--- config.mk ---
export PLATFORM = sky130hd
export DESIGN_NAME = fan_tach_stall_monitor_flat
export DESIGN_NICKNAME = d
export VERILOG_FILES = /design/src/rtl/fts_pkg.sv /design/src/rtl/fts_in_if.sv /design/src/rtl/fts_out_if.sv /design/src/rtl/fan_tach_stall_monitor.sv /design/src/rtl/fts_cfg_regs.sv /design/src/rtl/fts_core.sv /design/src/flat_wrapper.sv
export SDC_FILE = /design/constraint.sdc
export NUM_CORES = 1
export LEC_CHECK = 0
export ABC_AREA = 1
export BUFFER_PORTS_ARGS = -buffer_cell sky130_fd_sc_hd__buf_4
export CORE_MARGIN = 4
export CORE_UTILIZATION = 40
export DETAILED_ROUTE_END_ITERATION = 6
export PLACE_DENSITY_LB_ADDON = 0.3
export SLEW_MARGIN = 20
export SYNTH_ARGS = -nofsm -noshare
export SYNTH_HDL_FRONTEND = slang
export SYNTH_HIERARCHICAL = 1
export SYNTH_SLANG_ARGS = --single-unit
--- constraint.sdc ---
create_clock -name clk_i -period 10.39 [get_ports clk_i]
set_clock_uncertainty 0.15 [all_clocks]
set_input_delay 2.078 -clock clk_i [delete_from_list [all_inputs] [get_ports clk_i]]
set_output_delay 2.078 -clock clk_i [all_outputs]
set_load 0.005 [all_outputs]
--- src/rtl/fts_pkg.sv ---
// Shared widths, register codes, word types and helpers for the fan tach stall monitor.
package fts_pkg;

  localparam int unsigned CMD_W       = 10;
  localparam int unsigned RPM_W       = 16;
  localparam int unsigned TIME_WIDTH  = 10;
  localparam int unsigned COUNT_WIDTH = 16;
  localparam int unsigned CFG_IDX_W   = 3;
  localparam int unsigned CFG_DATA_W  = 16;

  typedef enum logic [CFG_IDX_W-1:0] {
    CFG_MIN_CMD     = 3'd0,
    CFG_MIN_RPM     = 3'd1,
    CFG_GRACE       = 3'd2,
    CFG_LOW_LIMIT   = 3'd3,
    CFG_TIMEOUT     = 3'd4,
    CFG_HEALTHY_LIM = 3'd5,
    CFG_FAN2        = 3'd6
  } cfg_idx_e;

  localparam logic [CMD_W-1:0]       RST_MIN_CMD     = 10'd400;
  localparam logic [RPM_W-1:0]       RST_MIN_RPM     = 16'd200;
  localparam logic [TIME_WIDTH-1:0]  RST_GRACE       = 10'd50;
  localparam logic [COUNT_WIDTH-1:0] RST_LOW_LIMIT   = 16'd10;
  localparam logic [TIME_WIDTH-1:0]  RST_TIMEOUT     = 10'd50;
  localparam logic [COUNT_WIDTH-1:0] RST_HEALTHY_LIM = 16'd20;

  typedef struct packed {
    logic [CMD_W-1:0]       min_command_tenths;
    logic [RPM_W-1:0]       min_valid_rpm;
    logic [TIME_WIDTH-1:0]  spinup_grace_polls;
    logic [COUNT_WIDTH-1:0] low_sample_limit;
    logic [TIME_WIDTH-1:0]  recovery_timeout_polls;
    logic [COUNT_WIDTH-1:0] healthy_sample_limit;
    logic                   second_fan_present;
  } cfg_t;

  typedef struct packed {
    logic             chip_active;
    logic             external_fault;
    logic [CMD_W-1:0] fan_command;
    logic [RPM_W-1:0] fan1_rpm;
    logic [RPM_W-1:0] tach2_rpm;
  } in_word_t;

  typedef struct packed {
    logic recovery_active;
    logic fault_latched;
    logic fault_event;
    logic fault_fan;
  } res_t;

  function automatic logic [COUNT_WIDTH-1:0] sat_inc_cnt(input logic [COUNT_WIDTH-1:0] v);
    return (v == {COUNT_WIDTH{1'b1}}) ? v : v + COUNT_WIDTH'(1);
  endfunction

  function automatic logic [TIME_WIDTH-1:0] sat_inc_time(input logic [TIME_WIDTH-1:0] v);
    return (v == {TIME_WIDTH{1'b1}}) ? v : v + TIME_WIDTH'(1);
  endfunction

endpackage

--- src/rtl/fts_in_if.sv ---
// Input channel interface carrying one poll word.
interface fts_in_if;
  logic                      valid;
  logic                      ready;
  logic                      chip_active;
  logic                      external_fault;
  logic [fts_pkg::CMD_W-1:0] fan_command;
  logic [fts_pkg::RPM_W-1:0] fan1_rpm;
  logic [fts_pkg::RPM_W-1:0] tach2_rpm;

  modport source (
    output valid, chip_active, external_fault, fan_command, fan1_rpm, tach2_rpm,
    input  ready
  );
  modport sink (
    input  valid, chip_active, external_fault, fan_command, fan1_rpm, tach2_rpm,
    output ready
  );
endinterface

--- src/rtl/fts_out_if.sv ---
// Output channel interface carrying one result word.
interface fts_out_if;
  logic valid;
  logic ready;
  logic recovery_active;
  logic fault_latched;
  logic fault_event;
  logic fault_fan;

  modport source (
    output valid, recovery_active, fault_latched, fault_event, fault_fan,
    input  ready
  );
  modport sink (
    input  valid, recovery_active, fault_latched, fault_event, fault_fan,
    output ready
  );
endinterface

--- src/rtl/fan_tach_stall_monitor.sv ---
// Top level of the fan tachometer stall monitor: input register, core and result register.
//
//   channel  dir  handshake          word
//   in_i     in   valid/ready        lifecycle, fault, command, two rpm readings
//   out_o    out  valid/ready        recovery, latched fault, fault event, fault fan
//   cfg      in   cfg_we_i only      register index and write data
//
// One word is accepted per cycle while in_i.ready is high; a taken poll is held in the
// input register, and its result in the result register until out_o takes it.
// The state update is a single pass of counter and compare logic in fts_core.
// While the result register is full and out_o.ready is low, the input register
// still takes one word; ready drops only when both stages hold a word.
// Reset clears the valid flags, the monitor state and loads the register defaults.
module fan_tach_stall_monitor (
  input  logic                           clk_i,
  input  logic                           rst_ni,
  fts_in_if.sink                         in_i,
  fts_out_if.source                      out_o,
  input  logic                           cfg_we_i,
  input  logic [fts_pkg::CFG_IDX_W-1:0]  cfg_idx_i,
  input  logic [fts_pkg::CFG_DATA_W-1:0] cfg_wdata_i
);

  fts_pkg::cfg_t     cfg;
  fts_pkg::in_word_t word_q;
  fts_pkg::res_t     res;
  fts_pkg::res_t     res_q;
  logic              in_valid_q, in_valid_d;
  logic              out_valid_q, out_valid_d;
  logic              in_take;
  logic              advance;

  assign advance    = in_valid_q && (!out_valid_q || out_o.ready);
  assign in_i.ready = !in_valid_q || advance;
  assign in_take    = in_i.valid && in_i.ready;

  assign in_valid_d  = in_take ? 1'b1 : (advance ? 1'b0 : in_valid_q);
  assign out_valid_d = advance ? 1'b1 : (out_o.ready ? 1'b0 : out_valid_q);

  always_ff @(posedge clk_i or negedge rst_ni) begin
    if (!rst_ni) begin
      in_valid_q  <= 1'b0;
      out_valid_q <= 1'b0;
    end else begin
      in_valid_q  <= in_valid_d;
      out_valid_q <= out_valid_d;
    end
  end

  always_ff @(posedge clk_i) begin
    if (in_take) begin
      word_q.chip_active    <= in_i.chip_active;
      word_q.external_fault <= in_i.external_fault;
      word_q.fan_command    <= in_i.fan_command;
      word_q.fan1_rpm       <= in_i.fan1_rpm;
      word_q.tach2_rpm      <= in_i.tach2_rpm;
    end
    if (advance) begin
      res_q <= res;
    end
  end

  fts_cfg_regs u_cfg (
    .clk_i      (clk_i),
    .rst_ni     (rst_ni),
    .cfg_we_i   (cfg_we_i),
    .cfg_idx_i  (cfg_idx_i),
    .cfg_wdata_i(cfg_wdata_i),
    .cfg_o      (cfg)
  );

  fts_core u_core (
    .clk_i (clk_i),
    .rst_ni(rst_ni),
    .step_i(advance),
    .cfg_i (cfg),
    .word_i(word_q),
    .res_o (res)
  );

  assign out_o.valid           = out_valid_q;
  assign out_o.recovery_active = res_q.recovery_active;
  assign out_o.fault_latched   = res_q.fault_latched;
  assign out_o.fault_event     = res_q.fault_event;
  assign out_o.fault_fan       = res_q.fault_fan;

endmodule

--- src/rtl/fts_cfg_regs.sv ---
// Configuration register bank with write-only access.
module fts_cfg_regs (
  input  logic                                clk_i,
  input  logic                                rst_ni,
  input  logic                                cfg_we_i,
  input  logic [fts_pkg::CFG_IDX_W-1:0]       cfg_idx_i,
  input  logic [fts_pkg::CFG_DATA_W-1:0]      cfg_wdata_i,
  output fts_pkg::cfg_t                       cfg_o
);

  fts_pkg::cfg_t cfg_q, cfg_d;

  always_comb begin
    cfg_d = cfg_q;
    if (cfg_we_i) begin
      case (fts_pkg::cfg_idx_e'(cfg_idx_i))
        fts_pkg::CFG_MIN_CMD:
          cfg_d.min_command_tenths = cfg_wdata_i[fts_pkg::CMD_W-1:0];
        fts_pkg::CFG_MIN_RPM:
          cfg_d.min_valid_rpm = cfg_wdata_i[fts_pkg::RPM_W-1:0];
        fts_pkg::CFG_GRACE:
          cfg_d.spinup_grace_polls = cfg_wdata_i[fts_pkg::TIME_WIDTH-1:0];
        fts_pkg::CFG_LOW_LIMIT:
          cfg_d.low_sample_limit = cfg_wdata_i[fts_pkg::COUNT_WIDTH-1:0];
        fts_pkg::CFG_TIMEOUT:
          cfg_d.recovery_timeout_polls = cfg_wdata_i[fts_pkg::TIME_WIDTH-1:0];
        fts_pkg::CFG_HEALTHY_LIM:
          cfg_d.healthy_sample_limit = cfg_wdata_i[fts_pkg::COUNT_WIDTH-1:0];
        fts_pkg::CFG_FAN2:
          cfg_d.second_fan_present = cfg_wdata_i[0];
        default: ;
      endcase
    end
  end

  always_ff @(posedge clk_i or negedge rst_ni) begin
    if (!rst_ni) begin
      cfg_q.min_command_tenths     <= fts_pkg::RST_MIN_CMD;
      cfg_q.min_valid_rpm          <= fts_pkg::RST_MIN_RPM;
      cfg_q.spinup_grace_polls     <= fts_pkg::RST_GRACE;
      cfg_q.low_sample_limit       <= fts_pkg::RST_LOW_LIMIT;
      cfg_q.recovery_timeout_polls <= fts_pkg::RST_TIMEOUT;
      cfg_q.healthy_sample_limit   <= fts_pkg::RST_HEALTHY_LIM;
      cfg_q.second_fan_present     <= 1'b0;
    end else begin
      cfg_q <= cfg_d;
    end
  end

  assign cfg_o = cfg_q;

endmodule

--- src/rtl/fts_core.sv ---
// Stall monitor state and the per-poll update logic.
module fts_core (
  input  logic              clk_i,
  input  logic              rst_ni,
  input  logic              step_i,
  input  fts_pkg::cfg_t     cfg_i,
  input  fts_pkg::in_word_t word_i,
  output fts_pkg::res_t     res_o
);

  logic                            tracking_q, tracking_d;
  logic [fts_pkg::TIME_WIDTH-1:0]  spin_q, spin_d;
  logic [fts_pkg::TIME_WIDTH-1:0]  rec_el_q, rec_el_d;
  logic [fts_pkg::COUNT_WIDTH-1:0] low0_q, low0_d;
  logic [fts_pkg::COUNT_WIDTH-1:0] low1_q, low1_d;
  logic [fts_pkg::COUNT_WIDTH-1:0] healthy_q, healthy_d;
  logic                            in_rec_q, in_rec_d;
  logic                            fault_q, fault_d;
  logic                            validating;
  logic                            is_low1, is_low2;
  logic                            event_d, which_d;

  assign validating = word_i.chip_active && !word_i.external_fault &&
                      (word_i.fan_command >= cfg_i.min_command_tenths);
  assign is_low1 = word_i.fan1_rpm < cfg_i.min_valid_rpm;
  assign is_low2 = cfg_i.second_fan_present && (word_i.tach2_rpm < cfg_i.min_valid_rpm);

  // The update follows the poll step in order; later steps see earlier results.
  always_comb begin
    tracking_d = 1'b0;
    spin_d     = '0;
    rec_el_d   = '0;
    low0_d     = '0;
    low1_d     = '0;
    healthy_d  = '0;
    in_rec_d   = 1'b0;
    fault_d    = 1'b0;
    event_d    = 1'b0;
    which_d    = 1'b0;
    if (validating) begin
      tracking_d = 1'b1;
      spin_d     = tracking_q ? fts_pkg::sat_inc_time(spin_q) : '0;
      rec_el_d   = in_rec_q ? fts_pkg::sat_inc_time(rec_el_q) : rec_el_q;
      low0_d     = low0_q;
      low1_d     = low1_q;
      healthy_d  = healthy_q;
      in_rec_d   = in_rec_q;
      fault_d    = fault_q;
      if (spin_d >= cfg_i.spinup_grace_polls) begin
        low0_d = is_low1 ? fts_pkg::sat_inc_cnt(low0_q) : '0;
        low1_d = is_low2 ? fts_pkg::sat_inc_cnt(low1_q) : '0;
        if (!in_rec_q && !fault_q && ((low0_d >= cfg_i.low_sample_limit) ||
                                      (low1_d >= cfg_i.low_sample_limit))) begin
          in_rec_d  = 1'b1;
          rec_el_d  = '0;
          healthy_d = '0;
        end
      end
      if (in_rec_d) begin
        if (!is_low1 && !is_low2) begin
          healthy_d = fts_pkg::sat_inc_cnt(healthy_d);
          if (healthy_d >= cfg_i.healthy_sample_limit) begin
            in_rec_d = 1'b0;
            spin_d   = '0;
            low0_d   = '0;
            low1_d   = '0;
          end
        end else begin
          healthy_d = '0;
        end
        if (in_rec_d && (rec_el_d >= cfg_i.recovery_timeout_polls)) begin
          in_rec_d = 1'b0;
          rec_el_d = '0;
          fault_d  = 1'b1;
          event_d  = 1'b1;
          which_d  = is_low2;
        end
      end
    end
  end

  always_ff @(posedge clk_i or negedge rst_ni) begin
    if (!rst_ni) begin
      tracking_q <= 1'b0;
      spin_q     <= '0;
      rec_el_q   <= '0;
      low0_q     <= '0;
      low1_q     <= '0;
      healthy_q  <= '0;
      in_rec_q   <= 1'b0;
      fault_q    <= 1'b0;
    end else if (step_i) begin
      tracking_q <= tracking_d;
      spin_q     <= spin_d;
      rec_el_q   <= rec_el_d;
      low0_q     <= low0_d;
      low1_q     <= low1_d;
      healthy_q  <= healthy_d;
      in_rec_q   <= in_rec_d;
      fault_q    <= fault_d;
    end
  end

  assign res_o.recovery_active = in_rec_d;
  assign res_o.fault_latched   = fault_d;
  assign res_o.fault_event     = event_d;
  assign res_o.fault_fan       = which_d;

`ifndef SYNTHESIS
  // Once a fault is raised no kick may run until checking stops.
  a_no_kick_after_fault: assert property (@(posedge clk_i) disable iff (!rst_ni)
    !(in_rec_q && fault_q))
    else $error("recovery kick active while fault is latched");

  a_clear_on_stop: assert property (@(posedge clk_i) disable iff (!rst_ni)
    (step_i && !validating) |=> (!tracking_q && !in_rec_q && !fault_q &&
                                 low0_q == '0 && low1_q == '0))
    else $error("state not cleared after checking stopped");

  a_event_result: assert property (@(posedge clk_i) disable iff (!rst_ni)
    (step_i && res_o.fault_event) |-> (res_o.fault_latched && !res_o.recovery_active))
    else $error("fault event without latched fault or with kick active");

  a_fan_with_event: assert property (@(posedge clk_i) disable iff (!rst_ni)
    (step_i && res_o.fault_fan) |-> (res_o.fault_event && cfg_i.second_fan_present))
    else $error("fault fan named without a fault event on fan two");
`endif

endmodule
--- src/flat_wrapper.sv ---
// flat-port wrapper written by rule: the top's interface ports become plain ports
module fan_tach_stall_monitor_flat 
  (clk_i, rst_ni, cfg_we_i, cfg_idx_i, cfg_wdata_i, in_i_valid, in_i_chip_active, in_i_external_fault, in_i_fan_command, in_i_fan1_rpm, in_i_tach2_rpm, in_i_ready, out_o_valid, out_o_recovery_active, out_o_fault_latched, out_o_fault_event, out_o_fault_fan, out_o_ready);
  fts_in_if in_i_i ();
  fts_out_if out_o_i ();
  input  logic clk_i;
  input  logic rst_ni;
  input  logic cfg_we_i;
  input  logic [fts_pkg::CFG_IDX_W-1:0] cfg_idx_i;
  input  logic [fts_pkg::CFG_DATA_W-1:0] cfg_wdata_i;
  input wire logic [$bits(in_i_i.valid)-1:0] in_i_valid;
  input wire logic [$bits(in_i_i.chip_active)-1:0] in_i_chip_active;
  input wire logic [$bits(in_i_i.external_fault)-1:0] in_i_external_fault;
  input wire logic [$bits(in_i_i.fan_command)-1:0] in_i_fan_command;
  input wire logic [$bits(in_i_i.fan1_rpm)-1:0] in_i_fan1_rpm;
  input wire logic [$bits(in_i_i.tach2_rpm)-1:0] in_i_tach2_rpm;
  output wire logic [$bits(in_i_i.ready)-1:0] in_i_ready;
  output wire logic [$bits(out_o_i.valid)-1:0] out_o_valid;
  output wire logic [$bits(out_o_i.recovery_active)-1:0] out_o_recovery_active;
  output wire logic [$bits(out_o_i.fault_latched)-1:0] out_o_fault_latched;
  output wire logic [$bits(out_o_i.fault_event)-1:0] out_o_fault_event;
  output wire logic [$bits(out_o_i.fault_fan)-1:0] out_o_fault_fan;
  input wire logic [$bits(out_o_i.ready)-1:0] out_o_ready;
  assign in_i_i.valid = in_i_valid;
  assign in_i_i.chip_active = in_i_chip_active;
  assign in_i_i.external_fault = in_i_external_fault;
  assign in_i_i.fan_command = in_i_fan_command;
  assign in_i_i.fan1_rpm = in_i_fan1_rpm;
  assign in_i_i.tach2_rpm = in_i_tach2_rpm;
  assign in_i_ready = in_i_i.ready;
  assign out_o_valid = out_o_i.valid;
  assign out_o_recovery_active = out_o_i.recovery_active;
  assign out_o_fault_latched = out_o_i.fault_latched;
  assign out_o_fault_event = out_o_i.fault_event;
  assign out_o_fault_fan = out_o_i.fault_fan;
  assign out_o_i.ready = out_o_ready;
  fan_tach_stall_monitor u_core (.clk_i(clk_i), .rst_ni(rst_ni), .in_i(in_i_i), .out_o(out_o_i), .cfg_we_i(cfg_we_i), .cfg_idx_i(cfg_idx_i), .cfg_wdata_i(cfg_wdata_i));
endmodule
==> run metrics <==
outcome=completed; CTS H-tree depth=4; Worst-Margin Slew=932 ps; most common cell after layout, fill and taps aside=nand2_1; drt pass-1 iters=5; die width=187 microns; Post-synth EDFFs=48; Worst R2R End=u_core/u_core/low0_q[8]; slowest stage delay, CP=620 ps; CP Data Arrival Time=7650 ps; critical path buffer and inverter count=5; Top FF cell, synth=dfrtp_1; critical path class=register to register; Initial Util=40.6%; PortBufs=73; Setup Viol. Count Final=0; CP endpoint=u_core/u_core/low0_q[8]; Die Y=187 microns; first-pass GRT wire length=52,900 microns; Site Rows=65; Avg Inst Size Synth=7.69 sq um; relative slew slack=37.8%; CP dominant cell by count=nand2_1; worst vdd ir=93.9 uV; family with the most delay on the worst path=simple AND/OR/NAND/NOR gates; initial antenna violation count=0; area delta synth->final=11.2%; Pins Over Slew Limit=0; setup TNS=0 ps; Max Cap Violations=0; Worst Hold Class=register to register; Post-CTS Setup Bufs=0; Vias=10.8k; Final Util=45.1%; clk_lat worst skew=440 ps; # fillers=3,091; Cell Area, Placed=13,600 sq um; vias per cell=5.07; share of cells above drive strength 1=9.78%; mapped cell area=12,800 sq um; largest net degree at the start of global routing=81; Post-DP HPWL=22,600 microns; post-route ant nets=0; vias in the first global route=10.7k; LEAKAGE=7.25 nW; Total Nets Final=1,896; Levels on crit path=37; Syn. warnings=6; Pwr Total=2.04 mW; commonest non-fill, non-tap cells in the layout=nand2_1 (516), inv_1 (232), dfrtp_1 (136), nand3_1 (117), ha_1 (113); gr ovfl total=0; die area=34,900 sq um; design area=14,200 sq um; RSZ-0062 raised after global routing=no; distinct cell type count after synthesis=50; ant diodes=0; Worst path slowest cell=nand3_2; Syn Inst Count=1,665; Peak Freq=134 MHz; post_cts resized=0; CTS root buf=clkbuf_16; reg-to-reg startpoint=u_core/u_cfg/cfg_o[60]; ys async rst share=76.0%; crit start category=register; Net Count, Synth=1,846; non-filler instance count after layout=2,130; Routed WL=31,500 microns; GRT Total Usage=18.2%; worst r2r path cells=37; IO Pins=74; crit path capture type=register; final hold violation count=0; Tcrit/Tclk final=71.6%; DRC viols=0; Detailed Route Iter0 Violations=703; total power per unit cell area=143 nW/um^2; Seq/Total Area, Yosys=41.1%; hold-fix buffers at CTS=0; clk buf depth=2; global placement routability congestion=0.854; WL/cell=14.8 microns; Placed Cells=2,098; CP required=10,600 ps; CTS tree=built; min Tclk post-route=7440 ps; FF+latch count, synth=200; R2R setup slack=2950 ps; clock sinks=200; Critical Path Source=u_core/u_cfg/cfg_o[60]; clk slew on worst S/H paths=70 ps; core area=31,600 sq um; TritonCTS Buffers=17; crit-path max FO=42
==> how the worst min path moves through the flow <==
| stage | cells past startpoint | startpoint | slack (ps) | to |
|---|---|---|---|---|
| floorplan | 2 | u_core/u_cfg/cfg_o[19] | 290 | u_core/u_cfg/cfg_o[19] |
| finish | 2 | u_core/u_cfg/cfg_o[60] | 320 | u_core/u_cfg/cfg_o[60] |
| global route | 2 | u_core/u_cfg/cfg_o[47] | 340 | u_core/u_cfg/cfg_o[47] |
| CTS | 2 | u_core/u_cfg/cfg_o[60] | 320 | u_core/u_cfg/cfg_o[60] |
| global placement | 2 | u_core/u_cfg/cfg_o[73] | 300 | u_core/u_cfg/cfg_o[73] |
| detailed placement | 2 | u_core/u_cfg/cfg_o[60] | 300 | u_core/u_cfg/cfg_o[60] |
==> routing by layer <==
layer / part of all wire (%) / global-route usage [%] / vias to the layer above
met4: 1.5 / 5.15 / 0
met2: 47 / 30.0 / 246
met5: 0 / 0 / -
met3: 4.4 / 3.00 / 30
met1: 47 / 24.8 / 5046
li1: - / - / 5487
==> worst min-delay path, cell delays in order (launching register included) <==
cell and delay [ps]:
dfstp_2 370, nand2_1 50, nand2_1 40
==> final cells by class <==
class | count | area [sq um] | share of cell area, %
multi-input combinational | 1175 | 6360 | 44.6
sequential | 200 | 5270 | 37.0
inverter | 240 | 901 | 6.33
timing repair buffer | 81 | 612 | 4.30
tap | 402 | 503 | 3.53
clock buffer | 19 | 433 | 3.04
clock inverter | 13 | 168 | 1.18
==> sequential cells by signal (all words and copies together), names as in the netlist, 10 cells and up <==
signal and cells:
u_core/u_core/low0_q 16, u_core/u_core/low1_q 16, u_core/u_cfg/cfg_o 79, u_core/u_core/healthy_q 16
u_core/word_q 44, u_core/u_core/spin_q 10, u_core/u_core/rec_el_q 10
==> through the flow <==
step                      setup slack [ps]  hold WS (ps)
after floorplan                       4270           292
after global placement                3170           304
after detailed placement              3050           305
after CTS                             3010           317
after global routing                  2120           341
final                                 2950           317
==> power breakdown <==
part / internal (mW) / switching (mW)
Combinational: 0.139 / 0.263
Sequential: 0.891 / 0.0452
Clock: 0.383 / 0.316
Total: 1.41 / 0.624
==> cell usage after synthesis, types with 2 or more instances <==
| library cell | count | share of area, % |
|---|---|---|
| nand3_2 | 7 | 0.55 |
| o21ai_1 | 36 | 1.4 |
| nand4_1 | 16 | 0.78 |
| o21ai_0 | 64 | 2.5 |
| a31oi_1 | 4 | 0.20 |
| ha_1 | 113 | 11 |
| nor2_2 | 8 | 0.39 |
| nor4_1 | 3 | 0.15 |
| clkbuf_1 | 20 | 0.59 |
| buf_4 | 10 | 0.59 |
| nand3_1 | 117 | 4.6 |
| buf_2 | 11 | 0.43 |
| buf_1 | 2 | 0.059 |
| dfstp_2 | 16 | 3.3 |
| inv_1 | 232 | 6.8 |
| nand2_1 | 516 | 15 |
| nor2_4 | 2 | 0.18 |
| a21oi_1 | 65 | 2.5 |
| xnor2_1 | 3 | 0.21 |
| buf_6 | 7 | 0.62 |
| inv_2 | 6 | 0.18 |
| nor3_1 | 24 | 0.94 |
| o21a_1 | 4 | 0.23 |
| edfxtp_1 | 48 | 11 |
| clkinv_1 | 2 | 0.059 |
| o211ai_1 | 39 | 2.3 |
| o31ai_1 | 2 | 0.12 |
| xor2_1 | 21 | 1.4 |
| dfrtp_1 | 136 | 27 |
| nand2_2 | 14 | 0.68 |
| nor2_1 | 98 | 2.9 |
==> kinds of logic (layout without fill, tap and decap cells) <==
| logic type | after synthesis | after routing | synth area share [%] |
|---|---|---|---|
| and+or+nand+nor | 817 | 817 | 27.1 |
| buffers and inverters | 290 | 353 | 9.31 |
| AOI/OAI and AO/OA | 220 | 220 | 9.70 |
| DFF | 200 | 200 | 41.1 |
| adders and majority gates | 113 | 113 | 11.0 |
| xor gates and xnor gates | 24 | 24 | 1.64 |
| muxes | 1 | 1 | 0.0782 |
Note: power is estimated with default switching activity, not from simulation.
